[src/design/mfvm_pkg.sv]
// Shared types and constants for the masked four-vector mass block.
// Used by every module of the block; depends on nothing else.
`default_nettype none

package mfvm_pkg;

    // Fixed field widths
    localparam int IN_W       = 24;   // loaded component width
    localparam int SLOT_W     = 4;
    localparam int MASK_W     = 16;
    localparam int MASK_IDX_W = 4;    // index into the selection mask
    localparam int SUM_W      = 28;   // component sum width
    localparam int ROOT_W     = 28;   // mass width
    localparam int SQ_W       = 2 * SUM_W;  // squared magnitudes and their sums
    localparam int REM_W      = ROOT_W + 3; // square root remainder
    localparam int STEP_W     = $clog2(ROOT_W);
    localparam int NUM_COMP   = 4;

    // Component order inside a vector
    localparam int COMP_PX     = 0;
    localparam int COMP_PY     = 1;
    localparam int COMP_PZ     = 2;
    localparam int COMP_ENERGY = 3;

    // Stream word widths
    localparam int IN_TDATA_W  = 120;
    localparam int OUT_TDATA_W = 144;

    // Queue between front and back
    localparam int QUEUE_DEPTH = 2;
    localparam int QPTR_W      = 1;
    localparam int QCNT_W      = 2;

    typedef enum logic {
        KIND_LOAD  = 1'b0,
        KIND_QUERY = 1'b1
    } kind_t;

    typedef struct packed {
        kind_t                           kind;
        logic [SLOT_W-1:0]               slot;
        logic [NUM_COMP-1:0][IN_W-1:0]   comp;
        logic [MASK_W-1:0]               mask;
    } item_t;

    // Result word, last member in the lowest bits
    typedef struct packed {
        logic [ROOT_W-1:0] mass;
        logic [SUM_W-1:0]  energy;
        logic [SUM_W-1:0]  pz;
        logic [SUM_W-1:0]  py;
        logic [SUM_W-1:0]  px;
    } res_t;

    typedef enum logic [2:0] {
        ST_IDLE,
        ST_WALK,
        ST_SQUARE,
        ST_DIFF,
        ST_ROOT,
        ST_OUT
    } state_t;

endpackage

`default_nettype wire

[src/design/mfvm_front.sv]
// Front end: unpacks input words, classifies them and pushes work to the queue.
// Uses mfvm_pkg for the item layout.
`default_nettype none

module mfvm_front #(
    parameter int VECTOR_COUNT = 16
) (
    input  wire logic                          s_tvalid,
    output logic                               s_tready,
    // slot, load_px, load_py, load_pz, load_energy, select_mask, zero pad
    input  wire logic [mfvm_pkg::IN_TDATA_W-1:0] s_tdata,
    // action
    input  wire logic                          s_tuser,
    input  wire logic                          q_full,
    output logic                               q_push,
    output mfvm_pkg::item_t                    q_item
);

    logic accept;
    logic slot_ok;

    assign s_tready = ~q_full;
    assign accept   = s_tvalid & ~q_full;

    // Unpack the word
    always_comb begin
        q_item.kind = (s_tuser) ? mfvm_pkg::KIND_QUERY : mfvm_pkg::KIND_LOAD;
        q_item.slot = s_tdata[mfvm_pkg::SLOT_W-1:0];
        for (int k = 0; k < mfvm_pkg::NUM_COMP; k++) begin
            q_item.comp[k] = s_tdata[mfvm_pkg::SLOT_W + k*mfvm_pkg::IN_W +: mfvm_pkg::IN_W];
        end
        q_item.mask = s_tdata[mfvm_pkg::SLOT_W + mfvm_pkg::NUM_COMP*mfvm_pkg::IN_W
                              +: mfvm_pkg::MASK_W];
    end

    // Loads outside the table are dropped here; they never reach the back end
    assign slot_ok = (32'(q_item.slot) < VECTOR_COUNT);
    assign q_push  = accept & (s_tuser | slot_ok);

endmodule

`default_nettype wire

[src/design/mfvm_queue.sv]
// Two-entry queue that decouples the front end from the back end.
// Uses mfvm_pkg for the item type and depth constants.
`default_nettype none

module mfvm_queue (
    input  wire logic            aclk,
    input  wire logic            aresetn,
    input  wire logic            push,
    input  wire mfvm_pkg::item_t push_item,
    output logic                 full,
    input  wire logic            pop,
    output mfvm_pkg::item_t      pop_item,
    output logic                 empty
);

    mfvm_pkg::item_t                entry_reg [mfvm_pkg::QUEUE_DEPTH];
    logic [mfvm_pkg::QPTR_W-1:0]    wr_ptr_reg, wr_ptr_next;
    logic [mfvm_pkg::QPTR_W-1:0]    rd_ptr_reg, rd_ptr_next;
    logic [mfvm_pkg::QCNT_W-1:0]    count_reg, count_next;
    logic                           do_push, do_pop;

    assign full     = (count_reg == mfvm_pkg::QCNT_W'(mfvm_pkg::QUEUE_DEPTH));
    assign empty    = (count_reg == '0);
    assign do_push  = push & ~full;
    assign do_pop   = pop & ~empty;
    assign pop_item = entry_reg[rd_ptr_reg];

    // Pointer and fill count update
    always_comb begin
        wr_ptr_next = wr_ptr_reg + mfvm_pkg::QPTR_W'(do_push);
        rd_ptr_next = rd_ptr_reg + mfvm_pkg::QPTR_W'(do_pop);
        count_next  = count_reg + mfvm_pkg::QCNT_W'(do_push) - mfvm_pkg::QCNT_W'(do_pop);
    end

    always_ff @(posedge aclk) begin
        if (!aresetn) begin
            wr_ptr_reg <= '0;
            rd_ptr_reg <= '0;
            count_reg  <= '0;
        end else begin
            wr_ptr_reg <= wr_ptr_next;
            rd_ptr_reg <= rd_ptr_next;
            count_reg  <= count_next;
        end
    end

    // Storage
    always_ff @(posedge aclk) begin
        if (do_push) begin
            entry_reg[wr_ptr_reg] <= push_item;
        end
    end

endmodule

`default_nettype wire

[src/design/mfvm_sqrt.sv]
// Iterative floor square root, one result bit per cycle.
// Uses mfvm_pkg for the radicand and root widths.
`default_nettype none

module mfvm_sqrt (
    input  wire logic                      aclk,
    input  wire logic                      aresetn,
    input  wire logic                      start,
    input  wire logic [mfvm_pkg::SQ_W-1:0] radicand,
    output logic                           done,
    output logic [mfvm_pkg::ROOT_W-1:0]    root
);

    localparam int TR_W = mfvm_pkg::REM_W + 2;

    logic                             busy_reg, busy_next;
    logic                             done_reg, done_next;
    logic [mfvm_pkg::STEP_W-1:0]      cnt_reg, cnt_next;
    logic [mfvm_pkg::SQ_W-1:0]        rad_reg, rad_next;
    logic [mfvm_pkg::REM_W-1:0]       rem_reg, rem_next;
    logic [mfvm_pkg::ROOT_W-1:0]      root_reg, root_next;
    logic [TR_W-1:0]                  cand, trial, dif;
    logic                             fits;

    // One restoring step: bring in two radicand bits, try 4r+1
    assign cand  = {rem_reg, rad_reg[mfvm_pkg::SQ_W-1 -: 2]};
    assign trial = TR_W'({root_reg, 2'b01});
    assign fits  = (cand >= trial);
    assign dif   = cand - trial;

    always_comb begin
        busy_next = busy_reg;
        done_next = 1'b0;
        cnt_next  = cnt_reg;
        rad_next  = rad_reg;
        rem_next  = rem_reg;
        root_next = root_reg;
        if (start) begin
            busy_next = 1'b1;
            cnt_next  = '0;
            rad_next  = radicand;
            rem_next  = '0;
            root_next = '0;
        end else if (busy_reg) begin
            rem_next  = fits ? mfvm_pkg::REM_W'(dif) : mfvm_pkg::REM_W'(cand);
            root_next = {root_reg[mfvm_pkg::ROOT_W-2:0], fits};
            rad_next  = rad_reg << 2;
            cnt_next  = cnt_reg + 1'b1;
            if (cnt_reg == mfvm_pkg::STEP_W'(mfvm_pkg::ROOT_W - 1)) begin
                busy_next = 1'b0;
                done_next = 1'b1;
            end
        end
    end

    always_ff @(posedge aclk) begin
        if (!aresetn) begin
            busy_reg <= 1'b0;
            done_reg <= 1'b0;
            cnt_reg  <= '0;
        end else begin
            busy_reg <= busy_next;
            done_reg <= done_next;
            cnt_reg  <= cnt_next;
        end
    end

    always_ff @(posedge aclk) begin
        rad_reg  <= rad_next;
        rem_reg  <= rem_next;
        root_reg <= root_next;
    end

    assign done = done_reg;
    assign root = root_reg;

endmodule

`default_nettype wire

[src/design/mfvm_back.sv]
// Back end: vector table, masked summation, squaring, square root and result register.
// Uses mfvm_pkg and instantiates mfvm_sqrt.
`default_nettype none

module mfvm_back #(
    parameter int VECTOR_COUNT   = 16,
    parameter int COMPONENT_BITS = 24
) (
    input  wire logic                            aclk,
    input  wire logic                            aresetn,
    input  wire logic                            q_empty,
    input  wire mfvm_pkg::item_t                 q_item,
    output logic                                 q_pop,
    output logic                                 m_tvalid,
    input  wire logic                            m_tready,
    output logic [mfvm_pkg::OUT_TDATA_W-1:0]     m_tdata
);

    localparam int IDX_W = (VECTOR_COUNT > 1) ? $clog2(VECTOR_COUNT) : 1;
    localparam int WALK  = (VECTOR_COUNT < mfvm_pkg::MASK_W) ? VECTOR_COUNT
                                                             : mfvm_pkg::MASK_W;
    localparam int CNT_W = $clog2(WALK + 1);

    typedef logic [mfvm_pkg::NUM_COMP-1:0][COMPONENT_BITS-1:0] row_t;

    // Vector table: one row per slot, valid bits cleared by reset
    row_t                               mem [VECTOR_COUNT];
    logic [VECTOR_COUNT-1:0]            vld_reg, vld_next;
    row_t                               rdata_reg;
    row_t                               wrow;
    logic [IDX_W-1:0]                   waddr, raddr;
    logic                               mem_we, rd_en;

    mfvm_pkg::state_t                   state_reg, state_next;
    logic [CNT_W-1:0]                   cnt_reg, cnt_next;
    logic [mfvm_pkg::MASK_W-1:0]        mask_reg, mask_next;
    logic                               rsel_reg, rsel_next;
    logic [mfvm_pkg::NUM_COMP-1:0][mfvm_pkg::SUM_W-1:0] sum_reg, sum_next;
    logic [2:0]                         sq_cnt_reg, sq_cnt_next;
    logic [mfvm_pkg::SQ_W-1:0]          prod_reg, prod_next;
    logic [mfvm_pkg::SQ_W-1:0]          e2_reg, e2_next;
    logic [mfvm_pkg::SQ_W-1:0]          p2_reg, p2_next;
    mfvm_pkg::res_t                     out_reg, out_next;
    logic                               m_tvalid_reg, m_tvalid_next;

    logic [mfvm_pkg::SUM_W-1:0]         op_sum, op_mag;
    logic [mfvm_pkg::SQ_W-1:0]          sq_full;
    logic [mfvm_pkg::SQ_W-1:0]          diff;
    logic                               sqrt_start, sqrt_done;
    logic [mfvm_pkg::ROOT_W-1:0]        sqrt_root;

    // Narrow or widen loaded components to the table width
    always_comb begin
        for (int k = 0; k < mfvm_pkg::NUM_COMP; k++) begin
            wrow[k] = COMPONENT_BITS'(signed'(q_item.comp[k]));
        end
    end

    assign waddr = IDX_W'(q_item.slot);
    assign raddr = IDX_W'(cnt_reg);

    // Shared squarer: magnitude of one sum per cycle
    assign op_sum  = sum_reg[sq_cnt_reg[1:0]];
    assign op_mag  = op_sum[mfvm_pkg::SUM_W-1] ? (~op_sum + 1'b1) : op_sum;
    assign sq_full = op_mag * op_mag;

    assign diff = (e2_reg >= p2_reg) ? (e2_reg - p2_reg) : (p2_reg - e2_reg);

    mfvm_sqrt u_sqrt (
        .aclk     (aclk),
        .aresetn  (aresetn),
        .start    (sqrt_start),
        .radicand (diff),
        .done     (sqrt_done),
        .root     (sqrt_root)
    );

    // Sequencer: next state and datapath control
    always_comb begin
        state_next    = state_reg;
        cnt_next      = cnt_reg;
        mask_next     = mask_reg;
        rsel_next     = 1'b0;
        sum_next      = sum_reg;
        sq_cnt_next   = sq_cnt_reg;
        prod_next     = prod_reg;
        e2_next       = e2_reg;
        p2_next       = p2_reg;
        out_next      = out_reg;
        vld_next      = vld_reg;
        m_tvalid_next = m_tvalid_reg & ~m_tready;
        q_pop         = 1'b0;
        mem_we        = 1'b0;
        rd_en         = 1'b0;
        sqrt_start    = 1'b0;

        case (state_reg)
            mfvm_pkg::ST_IDLE: begin
                if (!q_empty) begin
                    q_pop = 1'b1;
                    if (q_item.kind == mfvm_pkg::KIND_LOAD) begin
                        mem_we          = 1'b1;
                        vld_next[waddr] = 1'b1;
                    end else begin
                        mask_next  = q_item.mask;
                        cnt_next   = '0;
                        sum_next   = '0;
                        state_next = mfvm_pkg::ST_WALK;
                    end
                end
            end
            mfvm_pkg::ST_WALK: begin
                // add the row read last cycle, issue the next read
                if (rsel_reg) begin
                    for (int k = 0; k < mfvm_pkg::NUM_COMP; k++) begin
                        sum_next[k] = sum_reg[k]
                                    + mfvm_pkg::SUM_W'(signed'(rdata_reg[k]));
                    end
                end
                if (cnt_reg == CNT_W'(WALK)) begin
                    sq_cnt_next = '0;
                    p2_next     = '0;
                    state_next  = mfvm_pkg::ST_SQUARE;
                end else begin
                    rd_en     = 1'b1;
                    rsel_next = mask_reg[mfvm_pkg::MASK_IDX_W'(cnt_reg)] & vld_reg[raddr];
                    cnt_next  = cnt_reg + 1'b1;
                end
            end
            mfvm_pkg::ST_SQUARE: begin
                // square sums 0..3 in turn; each registered product is added to p2, or kept as e2, in the next cycle
                if (sq_cnt_reg != 3'(mfvm_pkg::NUM_COMP)) begin
                    prod_next = sq_full;
                end
                if (sq_cnt_reg == 3'(mfvm_pkg::COMP_ENERGY + 1)) begin
                    e2_next    = prod_reg;
                    state_next = mfvm_pkg::ST_DIFF;
                end else if (sq_cnt_reg != '0) begin
                    p2_next = p2_reg + prod_reg;
                end
                sq_cnt_next = sq_cnt_reg + 1'b1;
            end
            mfvm_pkg::ST_DIFF: begin
                sqrt_start = 1'b1;
                state_next = mfvm_pkg::ST_ROOT;
            end
            mfvm_pkg::ST_ROOT: begin
                if (sqrt_done) begin
                    state_next = mfvm_pkg::ST_OUT;
                end
            end
            mfvm_pkg::ST_OUT: begin
                if (!m_tvalid_reg || m_tready) begin
                    out_next.px     = sum_reg[mfvm_pkg::COMP_PX];
                    out_next.py     = sum_reg[mfvm_pkg::COMP_PY];
                    out_next.pz     = sum_reg[mfvm_pkg::COMP_PZ];
                    out_next.energy = sum_reg[mfvm_pkg::COMP_ENERGY];
                    out_next.mass   = sqrt_root;
                    m_tvalid_next   = 1'b1;
                    state_next      = mfvm_pkg::ST_IDLE;
                end
            end
            default: begin
                state_next = mfvm_pkg::ST_IDLE;
            end
        endcase
    end

    // Control registers
    always_ff @(posedge aclk) begin
        if (!aresetn) begin
            state_reg    <= mfvm_pkg::ST_IDLE;
            vld_reg      <= '0;
            rsel_reg     <= 1'b0;
            m_tvalid_reg <= 1'b0;
            cnt_reg      <= '0;
            sq_cnt_reg   <= '0;
        end else begin
            state_reg    <= state_next;
            vld_reg      <= vld_next;
            rsel_reg     <= rsel_next;
            m_tvalid_reg <= m_tvalid_next;
            cnt_reg      <= cnt_next;
            sq_cnt_reg   <= sq_cnt_next;
        end
    end

    // Datapath registers
    always_ff @(posedge aclk) begin
        mask_reg <= mask_next;
        sum_reg  <= sum_next;
        prod_reg <= prod_next;
        e2_reg   <= e2_next;
        p2_reg   <= p2_next;
        out_reg  <= out_next;
    end

    // Table memory: one write port, one registered read port
    always_ff @(posedge aclk) begin
        if (mem_we) begin
            mem[waddr] <= wrow;
        end
        if (rd_en) begin
            rdata_reg <= mem[raddr];
        end
    end

    assign m_tvalid = m_tvalid_reg;
    assign m_tdata  = mfvm_pkg::OUT_TDATA_W'(out_reg);

endmodule

`default_nettype wire

[src/design/masked_four_vector_mass.sv]
// Masked four-vector mass: a table of VECTOR_COUNT four-vectors (px, py, pz, energy)
// loaded one slot per word; a query word sums the slots picked by its mask and returns
// the four sums plus floor(sqrt(|E^2 - p^2|)). Slots never loaded read as zero vectors,
// loads to slots beyond the table are dropped, and mask bits beyond the table are
// ignored. A two-entry queue sits between the input side and the compute side, and
// the result sits in an output register, so new words keep coming in while a result
// waits. A load is written to the table as it is taken from the queue. A query is
// taken from the queue, reads each table slot in turn through the registered read
// port of the table memory, squares the four sums on the shared squarer, starts the
// root, runs 28 bit-serial root steps, hands the root back and goes into the output
// register when that register is free. Queries run one at a time.
// Depends on mfvm_pkg, mfvm_front, mfvm_queue, mfvm_back.
`default_nettype none

module masked_four_vector_mass #(
    parameter int VECTOR_COUNT   = 16,
    parameter int COMPONENT_BITS = 24
) (
    input  wire logic                              aclk,
    input  wire logic                              aresetn,
    input  wire logic                              s_tvalid,
    output logic                                   s_tready,
    // slot[3:0], load_px[27:4], load_py[51:28], load_pz[75:52],
    // load_energy[99:76], select_mask[115:100], zero pad
    input  wire logic [mfvm_pkg::IN_TDATA_W-1:0]   s_tdata,
    // action
    input  wire logic                              s_tuser,
    output logic                                   m_tvalid,
    input  wire logic                              m_tready,
    // sum_px[27:0], sum_py[55:28], sum_pz[83:56], sum_energy[111:84],
    // mass[139:112], zero pad
    output logic [mfvm_pkg::OUT_TDATA_W-1:0]       m_tdata
);

    logic            q_full, q_push, q_pop, q_empty;
    mfvm_pkg::item_t push_item, pop_item;

    mfvm_front #(
        .VECTOR_COUNT (VECTOR_COUNT)
    ) u_front (
        .s_tvalid (s_tvalid),
        .s_tready (s_tready),
        .s_tdata  (s_tdata),
        .s_tuser  (s_tuser),
        .q_full   (q_full),
        .q_push   (q_push),
        .q_item   (push_item)
    );

    mfvm_queue u_queue (
        .aclk      (aclk),
        .aresetn   (aresetn),
        .push      (q_push),
        .push_item (push_item),
        .full      (q_full),
        .pop       (q_pop),
        .pop_item  (pop_item),
        .empty     (q_empty)
    );

    mfvm_back #(
        .VECTOR_COUNT   (VECTOR_COUNT),
        .COMPONENT_BITS (COMPONENT_BITS)
    ) u_back (
        .aclk     (aclk),
        .aresetn  (aresetn),
        .q_empty  (q_empty),
        .q_item   (pop_item),
        .q_pop    (q_pop),
        .m_tvalid (m_tvalid),
        .m_tready (m_tready),
        .m_tdata  (m_tdata)
    );

endmodule

`default_nettype wire
[config.mk]
export PLATFORM = sky130hd
export DESIGN_NAME = masked_four_vector_mass
export DESIGN_NICKNAME = d
export VERILOG_FILES = /design/src/design/mfvm_pkg.sv /design/src/design/mfvm_front.sv /design/src/design/mfvm_queue.sv /design/src/design/mfvm_sqrt.sv /design/src/design/mfvm_back.sv /design/src/design/masked_four_vector_mass.sv
export SDC_FILE = /design/constraint.sdc
export NUM_CORES = 2
export LEC_CHECK = 0
export ABC_CLOCK_PERIOD_IN_PS = 13900
export CAP_MARGIN = 40
export CORE_UTILIZATION = 44
export CTS_CLUSTER_SIZE = 8
export DETAILED_ROUTE_END_ITERATION = 8
export DONT_BUFFER_PORTS = 1
export GPL_ROUTABILITY_DRIVEN = 0
export GPL_TIMING_DRIVEN = 1
export PLACE_DENSITY = 0.63
export SLEW_MARGIN = 40
export SYNTH_ARGS = -nofsm -noshare
export SYNTH_HDL_FRONTEND = slang
export SYNTH_SLANG_ARGS = --single-unit
[constraint.sdc]
create_clock -name aclk -period 13.9 [get_ports aclk]
set_input_delay 2.085 -clock aclk [delete_from_list [all_inputs] [get_ports aclk]]
set_output_delay 2.085 -clock aclk [all_outputs]
set_load 0.01 [all_outputs]
* Word-level counts from Yosys, hierarchy flattened
Memories as Yosys holds them, arrays and structs flattened. A register that Yosys moved wholly into a read port is not among the register bits. Cells that the tools add are included.
Storage, ports and cells: flip-flop bits (word level) 591, memory bits (writable) 1770, input bits 125, word-level logic and storage cells 163, memories 2
Memory list:
- u_back.mem | words 16, bits a word 96, read ports 1, clocked after memory_dff 1, write ports 1, RTL line mfvm_back.sv:27 | row_t mem [VECTOR_COUNT];
- u_queue.entry_reg | words 2, bits a word 117, read ports 1, clocked after memory_dff 1, write ports 1, RTL line mfvm_queue.sv:16 | mfvm_pkg::item_t entry_reg [mfvm_pkg::QUEUE_DEPTH];
Operators by class: add/sub/neg operators 16, multiply operators 1, $lt $le $gt $ge 6, equal/unequal tests 20, mux-type cells 54, bitwise gates (word level) 14, reduce and logical (&&, ||, !) cells 22
Operator list (count):
- $mux 112 | 3
- $mux 56 | 6
- $pmux 112 s2 | 1
- $add 28x28->28 | 4
- $pmux 56 s2 | 1
- $sub 56x56->56 | 2
- $add 56x56->56 | 1
- $bmux 28 s2 | 1
- $ge 56x56->1 | 1
- $mul 28x28->56 | 1
- $mux 28 | 2
- $ge 33x30->1 | 1
- $mux 31 | 1
- $sub 31x30->31 | 1
- $add 28x1->28 const B | 1
- $not 28->28 | 1
- $mux 1 | 23
- $mux 3 | 7
- $pmux 3 s6 | 1
- $or 16x16->16 | 1
- $mux 5 | 3
- $ne 2x1->1 const B | 6
- $reduce_and 4->1 | 3
- $add 5x1->5 const B | 2
- 32 further kinds | 59

* Longest topological paths before layout
depth after elaboration 6, depth in mapped cells 42, gate-level depth less buffers 35

* By module
Synthesis repeated with hierarchy kept, for this count alone.
Unflattened totals: cell total of the unflattened synthesis 8968, area total of the unflattened synthesis 129603.0 µm²
By module, submodules not included:
- mfvm_back | times used 1, cells an instance 7809, area each 113272.4 µm², seq. area each 62620.1 µm²
- mfvm_queue | times used 1, cells an instance 389, area each 8813.5 µm², seq. area each 7126.8 µm²
- mfvm_sqrt | times used 1, cells an instance 651, area each 6628.9 µm², seq. area each 3002.9 µm²
- mfvm_front | times used 1, cells an instance 119, area each 888.4 µm², seq. area each 0.0 µm²

* Worst setup path before layout
No wires, ideal clock.
path type register to register, from register u_back.sq_cnt_reg[1], to register u_back.prod_reg[49] (netlist bit), data pin, arrival 9342 ps, setup slack 4301 ps, stages on the path, launching flop included 38, buffers on the path 6, period minus slack after synthesis 9599 ps, path through dfxtp_1 > buf_2 > mux4_2 > clkbuf_1 > inv_1 > clkbuf_1 > ha_1 > nand4b_1 > nor2b_1 > nor3b_2 > a21oi_1 > xnor2_1 > inv_2 > buf_1 > nand2_1 > fa_1 > inv_1 > fa_1 > [... 2 more ...] > fa_1 > inv_1 > fa_1 > fa_1 > inv_1 > fa_1 > inv_1 > ha_1 > clkbuf_1 > and3_1 > clkbuf_1 > nand3_1 > or4_1 > o2111a_1 > o21ai_0 > a31o_2 > a21oi_1 > xnor2_1
Between the ends: longest elaborated chain between the ends 6
Ends and longest elaborated chain:
- start: declaration | RTL line mfvm_back.sv:39 | logic [2:0] sq_cnt_reg, sq_cnt_next;
- start signal: assignment | RTL line mfvm_back.sv:184 | sq_cnt_reg <= sq_cnt_next;
- $bmux 28 s2 (*) | RTL line mfvm_back.sv:63 | assign op_sum = sum_reg[sq_cnt_reg[1:0]];
- $mux 28 (not written as such) (*) | RTL line mfvm_back.sv:63
- $not 28->28 | RTL line mfvm_back.sv:64 | assign op_mag = op_sum[mfvm_pkg::SUM_W-1] ? (~op_sum + 1'b1) : op_sum;
- $add 28x1->28 | RTL line mfvm_back.sv:64
- $mux 28 (*) | RTL line mfvm_back.sv:64
- $mul 28x28->56 (*) | RTL line mfvm_back.sv:65 | assign sq_full = op_mag * op_mag;
- named net u_back.sq_full (one bit) | RTL line mfvm_back.sv:47 | logic [mfvm_pkg::SQ_W-1:0] sq_full;
- end signal: assignment | RTL line mfvm_back.sv:192 | prod_reg <= prod_next;
- end: declaration | RTL line mfvm_back.sv:40 | logic [mfvm_pkg::SQ_W-1:0] prod_reg, prod_next;
The timed path passes the listed nets; every way through them passes the cells marked *. The select of a mux whose other input is x is not followed. A chain may end at the register's enable or synchronous reset.

* Final worst setup path
from register u_back.sq_cnt_reg[1], to register u_back.prod_reg[55] (netlist bit), data pin
Same word-level chain as after synthesis.

==> impl_metrics.json <==
{
  "status": "finished, final reports clean",
  "grt_max_degree": 91,
  "crit_buf_inv": 9,
  "setup_ws_ns": 2.72,
  "num_vias": 75000,
  "worstPathRequired_ns": 14.47,
  "initial_core_util": 0.444,
  "worst_slew_pin_slew_ns": 0.928,
  "async_reset_ff_frac": 0,
  "clk_pin_slew_worst_paths_ns": 0.05,
  "drc": 0,
  "rows": 197,
  "area_growth_pct": 11.6,
  "core_um2": 289000,
  "cts_tree": "yes",
  "cpMaxStageDelayCell": "dfxtp_4",
  "cts_resized": 0,
  "fin_area_um2": 143000,
  "r2r_slack_ns": 2.72,
  "drtIter0Drc": 7139,
  "crit_cells": 33,
  "die_x_um": 542,
  "register_area_um2": 72800,
  "worstHoldStart": "u_back.vld_reg[11]",
  "io_buffer_count": 0,
  "whs_endpoint": "u_back.vld_reg[11]",
  "synthTopCellsByArea": "edfxtp_1 55%, fa_1 9.5%, mux4_2 8.9%",
  "cts_setup_buffers": 0,
  "first_pass_iters": 6,
  "grt_pass1_wl_um": 496000,
  "hold_path.class": "flop to flop",
  "arrival_ns": 11.75,
  "timing.final.hold_violations": 0,
  "gr-total-overflow": 0,
  "clk_latency_ns": 0.97,
  "fmax_ghz": 0.0895,
  "skew_ns": 0.122,
  "synth_edf_count": 2356,
  "slew_violations": 0,
  "ant_nets": 0,
  "die_area_um2": 294000,
  "placedInstanceArea_um2": 134000,
  "routed_via_density": 5.76,
  "drive_above_1_share": 0.137,
  "clock_sinks": 2456,
  "pre_cts_ws_ns": 2.58,
  "setup_tns_ns": 0,
  "grt_pass1_vias": 77000,
  "rr_worst_depth": 33,
  "grt_use_total": 0.228,
  "critPathMaxStageDelay_ns": 0.64,
  "setup_viol": 0,
  "numCtsBuffers": 348,
  "drv_cap": 0,
  "avgSynthCellArea_um2": 14.4,
  "cts_buffer_depth": 4,
  "end_kind": "flop",
  "critPathTopFamily": "adder cells",
  "syn_inst": 8908,
  "timing.rr.end": "u_back.prod_reg[55]",
  "fin_crit_ns": 11.18,
  "pin_count": 271,
  "fin_util": 0.495,
  "multiInputGateArea_um2": 50600,
  "crit_top_cell": "fa_1",
  "cts_root_buf": "clkbuf_16",
  "antenna_found_initial": 16,
  "largest_reg_flops": 1536,
  "yosysTopAreaCell": "edfxtp_1",
  "die_h_um": 542,
  "ys_ff_latch": 2456,
  "h-tree-depth": 5,
  "worst_setup_path_start_kind": "flop",
  "routedWlPerCell_um": 25.8,
  "ys_types": 96,
  "synth-main-ff-cell": "edfxtp_1",
  "period_share": 0.804,
  "n_fill_cell": 24200,
  "yosysSeqAreaShare": 0.567,
  "ctsHoldBuffers": 0,
  "startpoint": "u_back.sq_cnt_reg[1]",
  "yosysTopAreaCellShare": 0.551,
  "rsz0062_at_grt": "false",
  "critical_path.max_fanout": 32,
  "drt_wl_total_um": 337000,
  "yosys_warnings": 0,
  "hpwl_um": 222000,
  "crit_type": "flop to flop",
  "r2r_start": "u_back.sq_cnt_reg[1]",
  "netlist_area_um2": 128000,
  "layout.nets": 10300,
  "slew_headroom": 0.373,
  "hold_depth": 2
}
-- cell type report --
cell class,count,share of cell area
repair buffers,131,0.0101
well taps,3880,0.0339
clock buffers,395,0.0624
diodes,11,0.000192
clock inverters,28,0.00310
inverters,1098,0.0288
flip-flops and latches,2456,0.508
multi-input cells,5038,0.353
-- worst reg2reg max path: cells and delay by family, from the launching register on --
kind | cells | cell delay (ns)
DFF | 1 | 0.64
buffers and inverters | 9 | 1.70
xor gates and xnor gates | 1 | 0.20
muxes | 1 | 0.63
AOI/OAI and AO/OA | 6 | 1.44
and+or+nand+nor | 7 | 1.83
adders and majority gates | 9 | 4.42
-- worst max-delay path by stage --
stage / end / slack (ns)
after floorplan: u_back.prod_reg[49] / 4.30
after global placement: u_back.prod_reg[55] / 2.36
after detailed placement: u_back.prod_reg[55] / 2.58
after CTS: u_back.prod_reg[55] / 2.52
after global routing: u_back.prod_reg[55] / 2.10
final: u_back.prod_reg[55] / 2.72
-- per-layer routing --
layer | share of wire | routed length (µm) | global-route usage
met4 | 0.048 | 16100 | 0.0978
met3 | 0.071 | 24000 | 0.0395
met1 | 0.39 | 131000 | 0.289
met5 | 0.00011 | 38 | 0
met2 | 0.49 | 166000 | 0.386
-- cells by family after synthesis --
| logic type | Yosys count | share of synthesized area |
|---|---|---|
| buf+inv | 1438 | 0.0427 |
| flops | 2456 | 0.567 |
| compound gates | 1297 | 0.0640 |
| other cells | 2 | 0.0000585 |
| fa+ha+maj | 1131 | 0.146 |
| mux | 673 | 0.103 |
| xor+xnor | 311 | 0.0217 |
| simple gates | 1600 | 0.0561 |
-- stage by stage --
stage	hold WS, ns	instances
floorplan	0.429	8932
global placement	0.444	12600
detailed placement	0.455	12600
CTS	0.466	13000
global route	0.486	13000
finish	0.464	13000
-- cell usage in the layout, fill, tap and decap left out, types with 179 or more instances in the layout --
cell type / netlist / routed
edfxtp_1: 2356 / 2356
inv_1: 1076 / 1071
fa_1: 606 / 606
nor2_1: 588 / 569
ha_1: 525 / 523
nand2_1: 510 / 509
mux4_2: 507 / 507
a21oi_1: 403 / 401
clkbuf_16: 0 / 350
o21ai_0: 251 / 248
a21o_1: 192 / 192
xnor2_1: 183 / 179
-- cell usage after synthesis (all sizes together), types with 9 or more instances --
library cell / n
nor3b: 14
o211ai: 29
o221ai: 10
dfxtp: 100
and2: 39
mux4: 507
o21ai: 267
a21o: 192
nand4: 58
a31oi: 58
nor2b: 39
a21oi: 404
mux2i: 52
o22ai: 9
clkbuf: 254
nor2: 589
inv: 1093
o21bai: 59
a211oi: 50
o31ai: 22
nand3: 80
nand2b: 53
or2: 17
edfxtp: 2356
fa: 606
nand2: 510
a31o: 11
a221oi: 14
a211o: 18
ha: 525
mux2: 114
a21boi: 14
xor2: 122
or3: 17
xnor2: 189
o21a: 42
and3: 42
buf: 86
nor3: 95
nor4: 14
Power is left out: the tool's default activity adds up to more than one toggle a clock period on the data nets, which glitch-free logic cannot reach.
